$ cat src/hdl/ftf_pkg.sv
// ftf_pkg: shared widths, codes, command/status structs and format helpers
// for the fraction-to-float converter. No dependencies; compile first.
package ftf_pkg;

  localparam int unsigned NUM_W      = 64;  // numerator / magnitude
  localparam int unsigned DEN_W      = 63;  // denominator and remainder
  localparam int unsigned WORD_W     = 64;  // each half of the packed word
  localparam int unsigned SCALE_W    = 9;   // err_scale
  localparam int unsigned CFG_IDX_W  = 2;
  localparam int unsigned CFG_DATA_W = 64;
  localparam int unsigned MANT_MAX   = 112; // widest mantissa
  localparam int unsigned LEN_W      = 7;   // holds 0..112
  localparam int unsigned POS_W      = 9;   // bit position 63 down to -176
  localparam int unsigned EXP_W      = 7;   // unbiased exponent -63..63
  localparam int unsigned BEXP_W     = 15;  // widest biased exponent

  localparam logic [LEN_W-1:0] MANT_W32  = 7'd23;
  localparam logic [LEN_W-1:0] MANT_W64  = 7'd52;
  localparam logic [LEN_W-1:0] MANT_W128 = 7'd112;

  localparam logic [BEXP_W-1:0] BIAS32  = 15'd127;
  localparam logic [BEXP_W-1:0] BIAS64  = 15'd1023;
  localparam logic [BEXP_W-1:0] BIAS128 = 15'd16383;

  typedef enum logic [1:0] {
    FMT_BINARY32  = 2'd0,
    FMT_BINARY64  = 2'd1,
    FMT_BINARY128 = 2'd2
  } fmt_e;

  typedef enum logic [CFG_IDX_W-1:0] {
    REG_DENOMINATOR   = 2'd0,
    REG_FORMAT_SELECT = 2'd1
  } reg_idx_e;

  // controller -> datapath
  typedef struct packed {
    logic start;     // load a new request
    logic step;      // one restoring-division step
    logic load_out;  // move the finished result into the output register
  } ftf_cmd_t;

  // datapath -> controller
  typedef struct packed {
    logic zero_in;   // incoming numerator is zero
    logic done;      // mantissa complete and integer bits consumed
  } ftf_sts_t;

  function automatic logic [LEN_W-1:0] mant_width(input logic [1:0] fmt);
    logic [LEN_W-1:0] w;
    case (fmt)
      FMT_BINARY32: w = MANT_W32;
      FMT_BINARY64: w = MANT_W64;
      default:      w = MANT_W128;
    endcase
    return w;
  endfunction

  function automatic logic [BEXP_W-1:0] bias_of(input logic [1:0] fmt);
    logic [BEXP_W-1:0] b;
    case (fmt)
      FMT_BINARY32: b = BIAS32;
      FMT_BINARY64: b = BIAS64;
      default:      b = BIAS128;
    endcase
    return b;
  endfunction

endpackage

$ cat src/hdl/ftf_intf.sv
// ftf_intf: valid/ready channel interfaces for the converter (input request,
// result, configuration write). Depends on ftf_pkg.
interface ftf_in_if;
  logic                           valid;
  logic                           ready;
  logic signed [ftf_pkg::NUM_W-1:0] numerator;
  modport source (output valid, output numerator, input ready);
  modport sink   (input valid, input numerator, output ready);
endinterface

interface ftf_out_if;
  logic                               valid;
  logic                               ready;
  logic [ftf_pkg::WORD_W-1:0]         word_high;
  logic [ftf_pkg::WORD_W-1:0]         word_low;
  logic [ftf_pkg::DEN_W-1:0]          rem_out;
  logic signed [ftf_pkg::SCALE_W-1:0] err_scale;
  modport source (output valid, output word_high, output word_low, output rem_out,
                  output err_scale, input ready);
  modport sink   (input valid, input word_high, input word_low, input rem_out,
                  input err_scale, output ready);
endinterface

interface ftf_cfg_if;
  logic                           valid;
  logic                           ready;
  logic [ftf_pkg::CFG_IDX_W-1:0]  index;
  logic [ftf_pkg::CFG_DATA_W-1:0] data;
  modport source (output valid, output index, output data, input ready);
  modport sink   (input valid, input index, input data, output ready);
endinterface

$ cat src/hdl/ftf_datapath.sv
// ftf_datapath: config registers, restoring divider, mantissa shifter,
// result packing and output register. Depends on ftf_pkg.
module ftf_datapath (
  input  logic                               clk_i,
  input  logic                               rst_ni,
  input  ftf_pkg::ftf_cmd_t                  cmd_i,
  output ftf_pkg::ftf_sts_t                  sts_o,
  input  logic signed [ftf_pkg::NUM_W-1:0]   numerator_i,
  input  logic                               cfg_we_i,
  input  logic [ftf_pkg::CFG_IDX_W-1:0]      cfg_index_i,
  input  logic [ftf_pkg::CFG_DATA_W-1:0]     cfg_data_i,
  output logic [ftf_pkg::WORD_W-1:0]         word_high_o,
  output logic [ftf_pkg::WORD_W-1:0]         word_low_o,
  output logic [ftf_pkg::DEN_W-1:0]          rem_out_o,
  output logic signed [ftf_pkg::SCALE_W-1:0] err_scale_o
);

  // configuration
  logic [ftf_pkg::DEN_W-1:0] den_q;
  logic [1:0]                fmt_q;

  // working registers
  logic                         zero_q, zero_d;
  logic                         sign_q, sign_d;
  logic [ftf_pkg::NUM_W-1:0]    mag_q, mag_d;
  logic [ftf_pkg::DEN_W-1:0]    rem_q, rem_d;
  logic [ftf_pkg::MANT_MAX-1:0] mant_q, mant_d;
  logic [ftf_pkg::LEN_W-1:0]    len_q, len_d;
  logic signed [ftf_pkg::POS_W-1:0] pos_q, pos_d;
  logic signed [ftf_pkg::EXP_W-1:0] exp_q, exp_d;
  logic                         seen_q, seen_d;

  // output register
  logic [ftf_pkg::WORD_W-1:0]         word_high_q, word_low_q;
  logic [ftf_pkg::DEN_W-1:0]          rem_out_q;
  logic signed [ftf_pkg::SCALE_W-1:0] err_scale_q;

  logic [ftf_pkg::NUM_W-1:0]    trial, diff, den_ext, mag_in;
  logic                         qbit;
  logic [ftf_pkg::LEN_W-1:0]    mant_w;
  logic [ftf_pkg::BEXP_W-1:0]   bexp;
  logic [ftf_pkg::WORD_W-1:0]   res_high, res_low;
  logic signed [ftf_pkg::SCALE_W-1:0] res_scale;

  always_ff @(posedge clk_i or negedge rst_ni) begin
    if (!rst_ni) begin
      den_q <= ftf_pkg::DEN_W'(1);
      fmt_q <= ftf_pkg::FMT_BINARY32;
    end else if (cfg_we_i) begin
      case (cfg_index_i)
        ftf_pkg::REG_DENOMINATOR: begin
          // zero divisor behaves as one
          den_q <= (cfg_data_i[ftf_pkg::DEN_W-1:0] == '0) ? ftf_pkg::DEN_W'(1)
                                                          : cfg_data_i[ftf_pkg::DEN_W-1:0];
        end
        ftf_pkg::REG_FORMAT_SELECT: fmt_q <= cfg_data_i[1:0];
        default: ;
      endcase
    end
  end

  assign mant_w  = ftf_pkg::mant_width(fmt_q);
  assign mag_in  = numerator_i[ftf_pkg::NUM_W-1] ? (~numerator_i + 1'b1) : numerator_i;

  // one restoring step: bring in the next magnitude bit (zeros once exhausted)
  assign den_ext = {1'b0, den_q};
  assign trial   = {rem_q, mag_q[ftf_pkg::NUM_W-1]};
  assign diff    = trial - den_ext;
  assign qbit    = (trial >= den_ext);

  always_comb begin
    zero_d = zero_q;
    sign_d = sign_q;
    mag_d  = mag_q;
    rem_d  = rem_q;
    mant_d = mant_q;
    len_d  = len_q;
    pos_d  = pos_q;
    exp_d  = exp_q;
    seen_d = seen_q;
    if (cmd_i.start) begin
      zero_d = (numerator_i == '0);
      sign_d = numerator_i[ftf_pkg::NUM_W-1];
      mag_d  = mag_in;
      rem_d  = '0;
      mant_d = '0;
      len_d  = '0;
      pos_d  = ftf_pkg::POS_W'(ftf_pkg::NUM_W - 1);
      exp_d  = '0;
      seen_d = 1'b0;
    end else if (cmd_i.step) begin
      mag_d = {mag_q[ftf_pkg::NUM_W-2:0], 1'b0};
      rem_d = qbit ? diff[ftf_pkg::DEN_W-1:0] : trial[ftf_pkg::DEN_W-1:0];
      pos_d = pos_q - 1'b1;
      if (!seen_q && qbit) begin
        // leading one: sets the exponent, not stored in the mantissa
        seen_d = 1'b1;
        exp_d  = pos_q[ftf_pkg::EXP_W-1:0];
      end
      if (seen_q && (len_q < mant_w)) begin
        mant_d = {mant_q[ftf_pkg::MANT_MAX-2:0], qbit};
        len_d  = len_q + 1'b1;
      end
    end
  end

  always_ff @(posedge clk_i) begin
    zero_q <= zero_d;
    sign_q <= sign_d;
    mag_q  <= mag_d;
    rem_q  <= rem_d;
    mant_q <= mant_d;
    len_q  <= len_d;
    pos_q  <= pos_d;
    exp_q  <= exp_d;
    seen_q <= seen_d;
  end

  // integer bits all consumed (position negative) and mantissa full
  assign sts_o.done    = pos_q[ftf_pkg::POS_W-1] && seen_q && (len_q == mant_w);
  assign sts_o.zero_in = (numerator_i == '0);

  // packing
  assign bexp = ftf_pkg::BEXP_W'(exp_q) + ftf_pkg::bias_of(fmt_q);
  assign res_scale = ftf_pkg::SCALE_W'(exp_q) - $signed({2'b00, mant_w});

  always_comb begin
    res_high = '0;
    res_low  = '0;
    case (fmt_q)
      ftf_pkg::FMT_BINARY32: begin
        res_low = {32'd0, sign_q, bexp[7:0], mant_q[22:0]};
      end
      ftf_pkg::FMT_BINARY64: begin
        res_low = {sign_q, bexp[10:0], mant_q[51:0]};
      end
      default: begin
        res_high = {sign_q, bexp, mant_q[111:64]};
        res_low  = mant_q[63:0];
      end
    endcase
  end

  always_ff @(posedge clk_i) begin
    if (cmd_i.load_out) begin
      word_high_q <= zero_q ? '0 : res_high;
      word_low_q  <= zero_q ? '0 : res_low;
      rem_out_q   <= zero_q ? '0 : rem_q;
      err_scale_q <= zero_q ? '0 : res_scale;
    end
  end

  assign word_high_o = word_high_q;
  assign word_low_o  = word_low_q;
  assign rem_out_o   = rem_out_q;
  assign err_scale_o = err_scale_q;

endmodule

$ cat src/hdl/ftf_ctrl.sv
// ftf_ctrl: sequencing state machine and output-valid flag for the
// converter. Depends on ftf_pkg.
module ftf_ctrl (
  input  logic              clk_i,
  input  logic              rst_ni,
  input  logic              in_valid_i,
  output logic              in_ready_o,
  output logic              out_valid_o,
  input  logic              out_ready_i,
  input  ftf_pkg::ftf_sts_t sts_i,
  output ftf_pkg::ftf_cmd_t cmd_o
);

  typedef enum logic [1:0] {
    ST_IDLE,
    ST_RUN,
    ST_FINISH
  } state_e;

  state_e state_q, state_d;
  logic   out_valid_q, out_valid_d;
  logic   out_free;

  assign out_free   = !out_valid_q || out_ready_i;
  assign in_ready_o = (state_q == ST_IDLE);

  always_comb begin
    state_d       = state_q;
    out_valid_d   = out_valid_q && !out_ready_i;
    cmd_o         = '0;
    case (state_q)
      ST_IDLE: begin
        if (in_valid_i) begin
          cmd_o.start = 1'b1;
          state_d     = sts_i.zero_in ? ST_FINISH : ST_RUN;
        end
      end
      ST_RUN: begin
        if (sts_i.done) state_d = ST_FINISH;
        else            cmd_o.step = 1'b1;
      end
      ST_FINISH: begin
        if (out_free) begin
          cmd_o.load_out = 1'b1;
          out_valid_d    = 1'b1;
          state_d        = ST_IDLE;
        end
      end
      default: state_d = ST_IDLE;
    endcase
  end

  always_ff @(posedge clk_i or negedge rst_ni) begin
    if (!rst_ni) begin
      state_q     <= ST_IDLE;
      out_valid_q <= 1'b0;
    end else begin
      state_q     <= state_d;
      out_valid_q <= out_valid_d;
    end
  end

  assign out_valid_o = out_valid_q;

endmodule

$ cat src/hdl/fraction_to_float_converter_top.sv
// fraction_to_float_converter_top: top level of the converter; joins the
// controller and datapath to the channels. Depends on ftf_pkg, ftf_intf,
// ftf_ctrl and ftf_datapath.
//
// Converts numerator / denominator into a truncated binary32, binary64 or
// binary128 word (format and denominator set by config writes, which the
// user must have made only while idle; the block does not enforce this).
// One request at a time: the single restoring-division step unit steps
// through the 64 magnitude bits, then one fraction step per missing mantissa
// bit (more below one, one per leading zero), checks done and hands off to
// the output register. A zero numerator skips the steps. As the result sits
// in an output register, a new request is taken while the previous result
// still waits. rem_out is the remainder after the last step; unless the
// mantissa fills within the integer bits, the truncation error equals
// rem_out / denominator * 2^err_scale. Config writes always complete at once.
module fraction_to_float_converter_top (
  input  logic       clk_i,
  input  logic       rst_ni,
  ftf_in_if.sink     in_if_i,
  ftf_out_if.source  out_if_o,
  ftf_cfg_if.sink    cfg_if_i
);

  ftf_pkg::ftf_cmd_t cmd;
  ftf_pkg::ftf_sts_t sts;

  // config registers take a write every cycle
  assign cfg_if_i.ready = 1'b1;

  ftf_ctrl u_ctrl (
    .clk_i       (clk_i),
    .rst_ni      (rst_ni),
    .in_valid_i  (in_if_i.valid),
    .in_ready_o  (in_if_i.ready),
    .out_valid_o (out_if_o.valid),
    .out_ready_i (out_if_o.ready),
    .sts_i       (sts),
    .cmd_o       (cmd)
  );

  ftf_datapath u_datapath (
    .clk_i       (clk_i),
    .rst_ni      (rst_ni),
    .cmd_i       (cmd),
    .sts_o       (sts),
    .numerator_i (in_if_i.numerator),
    .cfg_we_i    (cfg_if_i.valid),
    .cfg_index_i (cfg_if_i.index),
    .cfg_data_i  (cfg_if_i.data),
    .word_high_o (out_if_o.word_high),
    .word_low_o  (out_if_o.word_low),
    .rem_out_o   (out_if_o.rem_out),
    .err_scale_o (out_if_o.err_scale)
  );

  // one request in flight: ready drops right after a request is taken
  assert property (@(posedge clk_i) disable iff (!rst_ni)
    (in_if_i.valid && in_if_i.ready) |=> !in_if_i.ready)
    else $error("ready stayed high after a request was accepted");

  // an all-zero word only comes from a zero numerator, with no error terms
  assert property (@(posedge clk_i) disable iff (!rst_ni)
    (out_if_o.valid && (out_if_o.word_high == '0) && (out_if_o.word_low == '0))
      |-> ((out_if_o.rem_out == '0) && (out_if_o.err_scale == '0)))
    else $error("zero word with nonzero remainder or scale");

  // error scale stays within the reachable exponent range; the top end is a
  // 2^63 magnitude over a unit denominator in binary32
  assert property (@(posedge clk_i) disable iff (!rst_ni)
    out_if_o.valid |-> ((out_if_o.err_scale >= -9'sd175) &&
                        (out_if_o.err_scale <= 9'sd40)))
    else $error("err_scale out of range");

endmodule

$ cat src/flat_wrapper.sv
// flat-port wrapper written by rule: the top's interface ports become plain ports
module fraction_to_float_converter_top_flat 
  (clk_i, rst_ni, in_if_i_valid, in_if_i_numerator, in_if_i_ready, out_if_o_valid, out_if_o_word_high, out_if_o_word_low, out_if_o_rem_out, out_if_o_err_scale, out_if_o_ready, cfg_if_i_valid, cfg_if_i_index, cfg_if_i_data, cfg_if_i_ready);
  ftf_in_if in_if_i_i ();
  ftf_out_if out_if_o_i ();
  ftf_cfg_if cfg_if_i_i ();
  input  logic clk_i;
  input  logic rst_ni;
  input wire logic [$bits(in_if_i_i.valid)-1:0] in_if_i_valid;
  input wire logic [$bits(in_if_i_i.numerator)-1:0] in_if_i_numerator;
  output wire logic [$bits(in_if_i_i.ready)-1:0] in_if_i_ready;
  output wire logic [$bits(out_if_o_i.valid)-1:0] out_if_o_valid;
  output wire logic [$bits(out_if_o_i.word_high)-1:0] out_if_o_word_high;
  output wire logic [$bits(out_if_o_i.word_low)-1:0] out_if_o_word_low;
  output wire logic [$bits(out_if_o_i.rem_out)-1:0] out_if_o_rem_out;
  output wire logic [$bits(out_if_o_i.err_scale)-1:0] out_if_o_err_scale;
  input wire logic [$bits(out_if_o_i.ready)-1:0] out_if_o_ready;
  input wire logic [$bits(cfg_if_i_i.valid)-1:0] cfg_if_i_valid;
  input wire logic [$bits(cfg_if_i_i.index)-1:0] cfg_if_i_index;
  input wire logic [$bits(cfg_if_i_i.data)-1:0] cfg_if_i_data;
  output wire logic [$bits(cfg_if_i_i.ready)-1:0] cfg_if_i_ready;
  assign in_if_i_i.valid = in_if_i_valid;
  assign in_if_i_i.numerator = in_if_i_numerator;
  assign in_if_i_ready = in_if_i_i.ready;
  assign out_if_o_valid = out_if_o_i.valid;
  assign out_if_o_word_high = out_if_o_i.word_high;
  assign out_if_o_word_low = out_if_o_i.word_low;
  assign out_if_o_rem_out = out_if_o_i.rem_out;
  assign out_if_o_err_scale = out_if_o_i.err_scale;
  assign out_if_o_i.ready = out_if_o_ready;
  assign cfg_if_i_i.valid = cfg_if_i_valid;
  assign cfg_if_i_i.index = cfg_if_i_index;
  assign cfg_if_i_i.data = cfg_if_i_data;
  assign cfg_if_i_ready = cfg_if_i_i.ready;
  fraction_to_float_converter_top u_core (.clk_i(clk_i), .rst_ni(rst_ni), .in_if_i(in_if_i_i), .out_if_o(out_if_o_i), .cfg_if_i(cfg_if_i_i));
endmodule
$ cat config.mk
export PLATFORM = sky130hd
export DESIGN_NAME = fraction_to_float_converter_top_flat
export DESIGN_NICKNAME = d
export VERILOG_FILES = /design/src/hdl/ftf_pkg.sv /design/src/hdl/ftf_intf.sv /design/src/hdl/ftf_datapath.sv /design/src/hdl/ftf_ctrl.sv /design/src/hdl/fraction_to_float_converter_top.sv /design/src/flat_wrapper.sv
export SDC_FILE = /design/constraint.sdc
export NUM_CORES = 1
export LEC_CHECK = 0
export BUFFER_PORTS_ARGS = -buffer_cell sky130_fd_sc_hd__buf_2
export CORE_UTILIZATION = 33
export CTS_BUF_LIST = sky130_fd_sc_hd__clkbuf_4 sky130_fd_sc_hd__clkbuf_8
export DETAILED_ROUTE_END_ITERATION = 8
export PLACE_DENSITY = 0.49
export SYNTH_ARGS = -nofsm -noshare
export SYNTH_HDL_FRONTEND = slang
export SYNTH_SLANG_ARGS = --single-unit
$ cat constraint.sdc
create_clock -name clk_i -period 10.4 [get_ports clk_i]
set_input_delay 1.04 -clock clk_i [delete_from_list [all_inputs] [get_ports clk_i]]
set_output_delay 1.04 -clock clk_i [all_outputs]
set_load 0.02 [all_outputs]
==> out/summary.json <==
{
  "critical_path": {
    "critical_path_arrival_ps": 5130,
    "crit-reg2reg-launch": "u_core.u_datapath.mag_q[63]",
    "setup.reg_to_reg.worst_slack_ps": 5820,
    "worst-r2r-cell-count": 14,
    "criticalPathCategory": "reg -> reg",
    "worstSetupEndpointType": "flop",
    "critical_path.startpoint_type": "flop",
    "cp-startpoint": "u_core.u_datapath.mag_q[63]",
    "cp_data_required_time_ps": 10960,
    "critical_path.max_fanout": 25
  },
  "yosys": {
    "ys_top_cells_by_area": "edfxtp_1 (31%), dfxtp_1 (15%), nand2_1 (6.8%), dfrtp_1 (6.5%), o21ai_0 (4.7%)",
    "yosys.area_share.adder_pct": 4.15,
    "syn-cell-area_sq_mm": 0.0260,
    "yosys.area_share.simple_pct": 18.1,
    "synth_flop_type": "edfxtp_1",
    "xor_xnor_fraction_of_synth_area_pct": 4.38,
    "synth_area_in_compound_gates_pct": 16.0,
    "synth.area.mux_share_pct": 0.780,
    "ys_async_sr_fraction_pct": 12.8,
    "synth-edff-count": 266,
    "ys_top_cells_by_count": "nand2_1 (472), edfxtp_1 (266), o21ai_0 (244)",
    "synth_cell_type_count": 81,
    "syn_nets": 2937,
    "synth_top_family_by_area": "simple AND/OR/NAND/NOR gates",
    "yosysSeqAreaShare_pct": 52.6,
    "synth.yosys.warnings": 0,
    "synth.avg_cell_area_sq_um": 9.56,
    "most_common_cell_in_the_synthesized_netlist": "nand2_1",
    "post_synthesis_instance_total": 2717,
    "post-synth-top-area-fraction_pct": 30.7,
    "synthDominantAreaCellType": "edfxtp_1",
    "yosys_register_bits": 533
  },
  "global_routing": {
    "use_met1_pct": 24.4,
    "antenna_found_initial": 10,
    "overflow": 0,
    "grt_util_met3_pct": 4.25,
    "gr-usage-all-layers_pct": 18.0,
    "grt_max_degree": 149,
    "groute.layer.met2.usage_pct": 28.5,
    "vias_in_the_first_global_route": 20100,
    "grt_pass1_wl_um": 113000,
    "grt.busiest_layer": "met2"
  },
  "finish": {
    "nets": 3229,
    "final_cells": 4137,
    "areaGrowthSynthToFinish_pct": 18.2,
    "proportion_of_layout_cells_with_a_drive_suffix_above_1_pct": 18.4
  },
  "job": {
    "maxCapViolations": 0
  },
  "pwr": {
    "total_leakage_power_uw": 0.0122,
    "power-per-cell-area_mw_per_mm2": 293,
    "ir_drop_uv": 135
  },
  "detailed_routing": {
    "route.detailed.wl_per_inst_um": 17.7,
    "violation_count_after_the_first_detailed_routing_iteration": 1376,
    "drt_pre_antenna_iters": 6,
    "via_total_after_detailed_routing": 20800,
    "route.final.wire_length_um": 73300,
    "vias_per_cell": 5.02,
    "drt.antenna.violating_nets": 0,
    "detail_route.drc_violations": 0
  },
  "die": {
    "num_io_pins": 338,
    "floorplan.die_area_sq_mm": 0.0798,
    "num_rows": 102,
    "die_height_um": 283,
    "start_util_pct": 33.4,
    "total_core_area_sq_mm": 0.0777,
    "chipWidth_um": 283
  },
  "clocking": {
    "cts_num_sinks": 533,
    "cts_inserted_buffers": 96,
    "cts-root-buf": "clkbuf_8",
    "cts_tree": "done",
    "clockBufferDepth": 3,
    "postCtsSetupBuffers": 0,
    "clk_pin_slew_ps": 70,
    "htree_num_levels": 3,
    "post_cts_resized": 0,
    "worstSkewPairLatency_ps": 720,
    "hold_buffers": 0
  },
  "sta": {
    "fin_setup_tns_ps": 0,
    "final_min_period_over_clock_period_pct": 44.0,
    "final.min_clock_period_ps": 4580,
    "rsz_0062_raised_after_global_routing": "no",
    "timing.final.setup_violations": 0,
    "maximum_clock_skew_at_final_layout_ps": 44.2,
    "fmax_mhz": 219,
    "worst_slew_margin_rel_pct": 28.5,
    "final_hold_viol_count": 0,
    "worst_pin_slew_ps": 1070,
    "final_max_slew_viol_count": 0
  },
  "status": {
    "outcome": "finished clean"
  },
  "place": {
    "place_inst": 3951,
    "gpl_congestion": 0.881,
    "place.port_buffers": 335,
    "dpl.hpwl_um": 50900
  },
  "worst_hold_path": {
    "holdCritPathClass": "in -> async"
  }
}
-- logic make-up (layout without fill, tap and decap cells) --
| family | Yosys count | count (layout) |
|---|---|---|
| AO/OA/AOI/OAI | 701 | 701 |
| XOR/XNOR | 130 | 130 |
| adder cells (fa/ha/maj) | 85 | 85 |
| buffers and inverters | 269 | 645 |
| flip-flops | 533 | 533 |
| multiplexers | 20 | 20 |
| other | 1 | 5 |
| AND/OR/NAND/NOR | 978 | 978 |
-- per-layer routing --
layer	part of all wire [%]	vias up
met1	47	9900
met5	0.098	-
li1	-	10200
met2	45	527
met4	1.9	12
met3	5.9	105
-- registers in the layout, summed over array words and instances, names as in the netlist, 2 cells and up --
signal,count
u_core.u_datapath.mant_q,112
u_core.u_datapath.mag_q,64
u_core.u_datapath.word_high_o,64
u_core.u_datapath.word_low_o,64
u_core.u_datapath.den_q,63
u_core.u_datapath.rem_out_o,63
u_core.u_datapath.rem_q,63
u_core.u_datapath.err_scale_o,9
u_core.u_datapath.pos_q,9
u_core.u_datapath.exp_q,7
u_core.u_datapath.len_q,7
u_core.u_ctrl.state_q,2
u_core.u_datapath.fmt_q,2
-- stage by stage --
step	utilization (%)	hold slack [ps]	area (sq um)	setup WS, ps	power [uW]
final	39.5	213	30700	5820	9010
after global routing	39.5	167	30700	5420	9670
after CTS	39.5	148	30700	5750	9120
after detailed placement	36.8	445	28600	5770	6920
after global placement	36.8	446	28600	5790	6880
after floorplan	-	432	26000	3400	5790
-- worst max-delay path, stage by stage (launching register included) --
cell and delay [ps]:
edfxtp_1 480, inv_1 100, ha_1 160, inv_1 60, fa_1 410, a211o_1 310
o211ai_1 210, a211oi_1 180, o2111a_1 350, o31ai_1 250, nor3b_2 230, buf_4 360
nand2b_1 880, nor3_1 110, or3_1 340
-- final timing paths --
path	endpoint
setup / recovery	u_core.u_datapath.rem_q[57]
min in group clk_i	u_core.u_datapath.mant_q[111]
max in group asynchronous	u_core.u_datapath.den_q[53]
hold / removal	u_core.u_datapath.den_q[16]
hold reg to reg	u_core.u_datapath.mant_q[111]
setup reg to reg	u_core.u_datapath.rem_q[57]
-- cells in the final DEF (no fill, tap or decap), types with 41 or more instances in the layout --
cell type and instances:
o21ai_0 244, nand3_1 41, nor2_1 118, edfxtp_1 266
nand2_1 471, a21oi_1 234, nor2b_1 94, clkbuf_8 111
dfrtp_1 67, xnor2_1 46, buf_2 334, dfxtp_1 199
inv_1 101, xor2_1 84, ha_1 83, and2_1 75
-- layout make-up --
class	count	area, sq um
Tap cell	1040	1300
Fill cell	7778	47000
Multi-Input combinational cell	1915	11300
Antenna cell	4	10.0
Clock buffer	143	1770
Timing Repair Buffer	359	1870
Clock inverter	39	359
Sequential cell	533	13700
Inverter	104	393
-- power by group --
part           internal [uW]  leakage [uW]  switching, uW
clock                   1190       0.00114            949
combinational           1230       0.00606           2450
sequential              2880       0.00499            302
(Power assumes the default switching activity.)
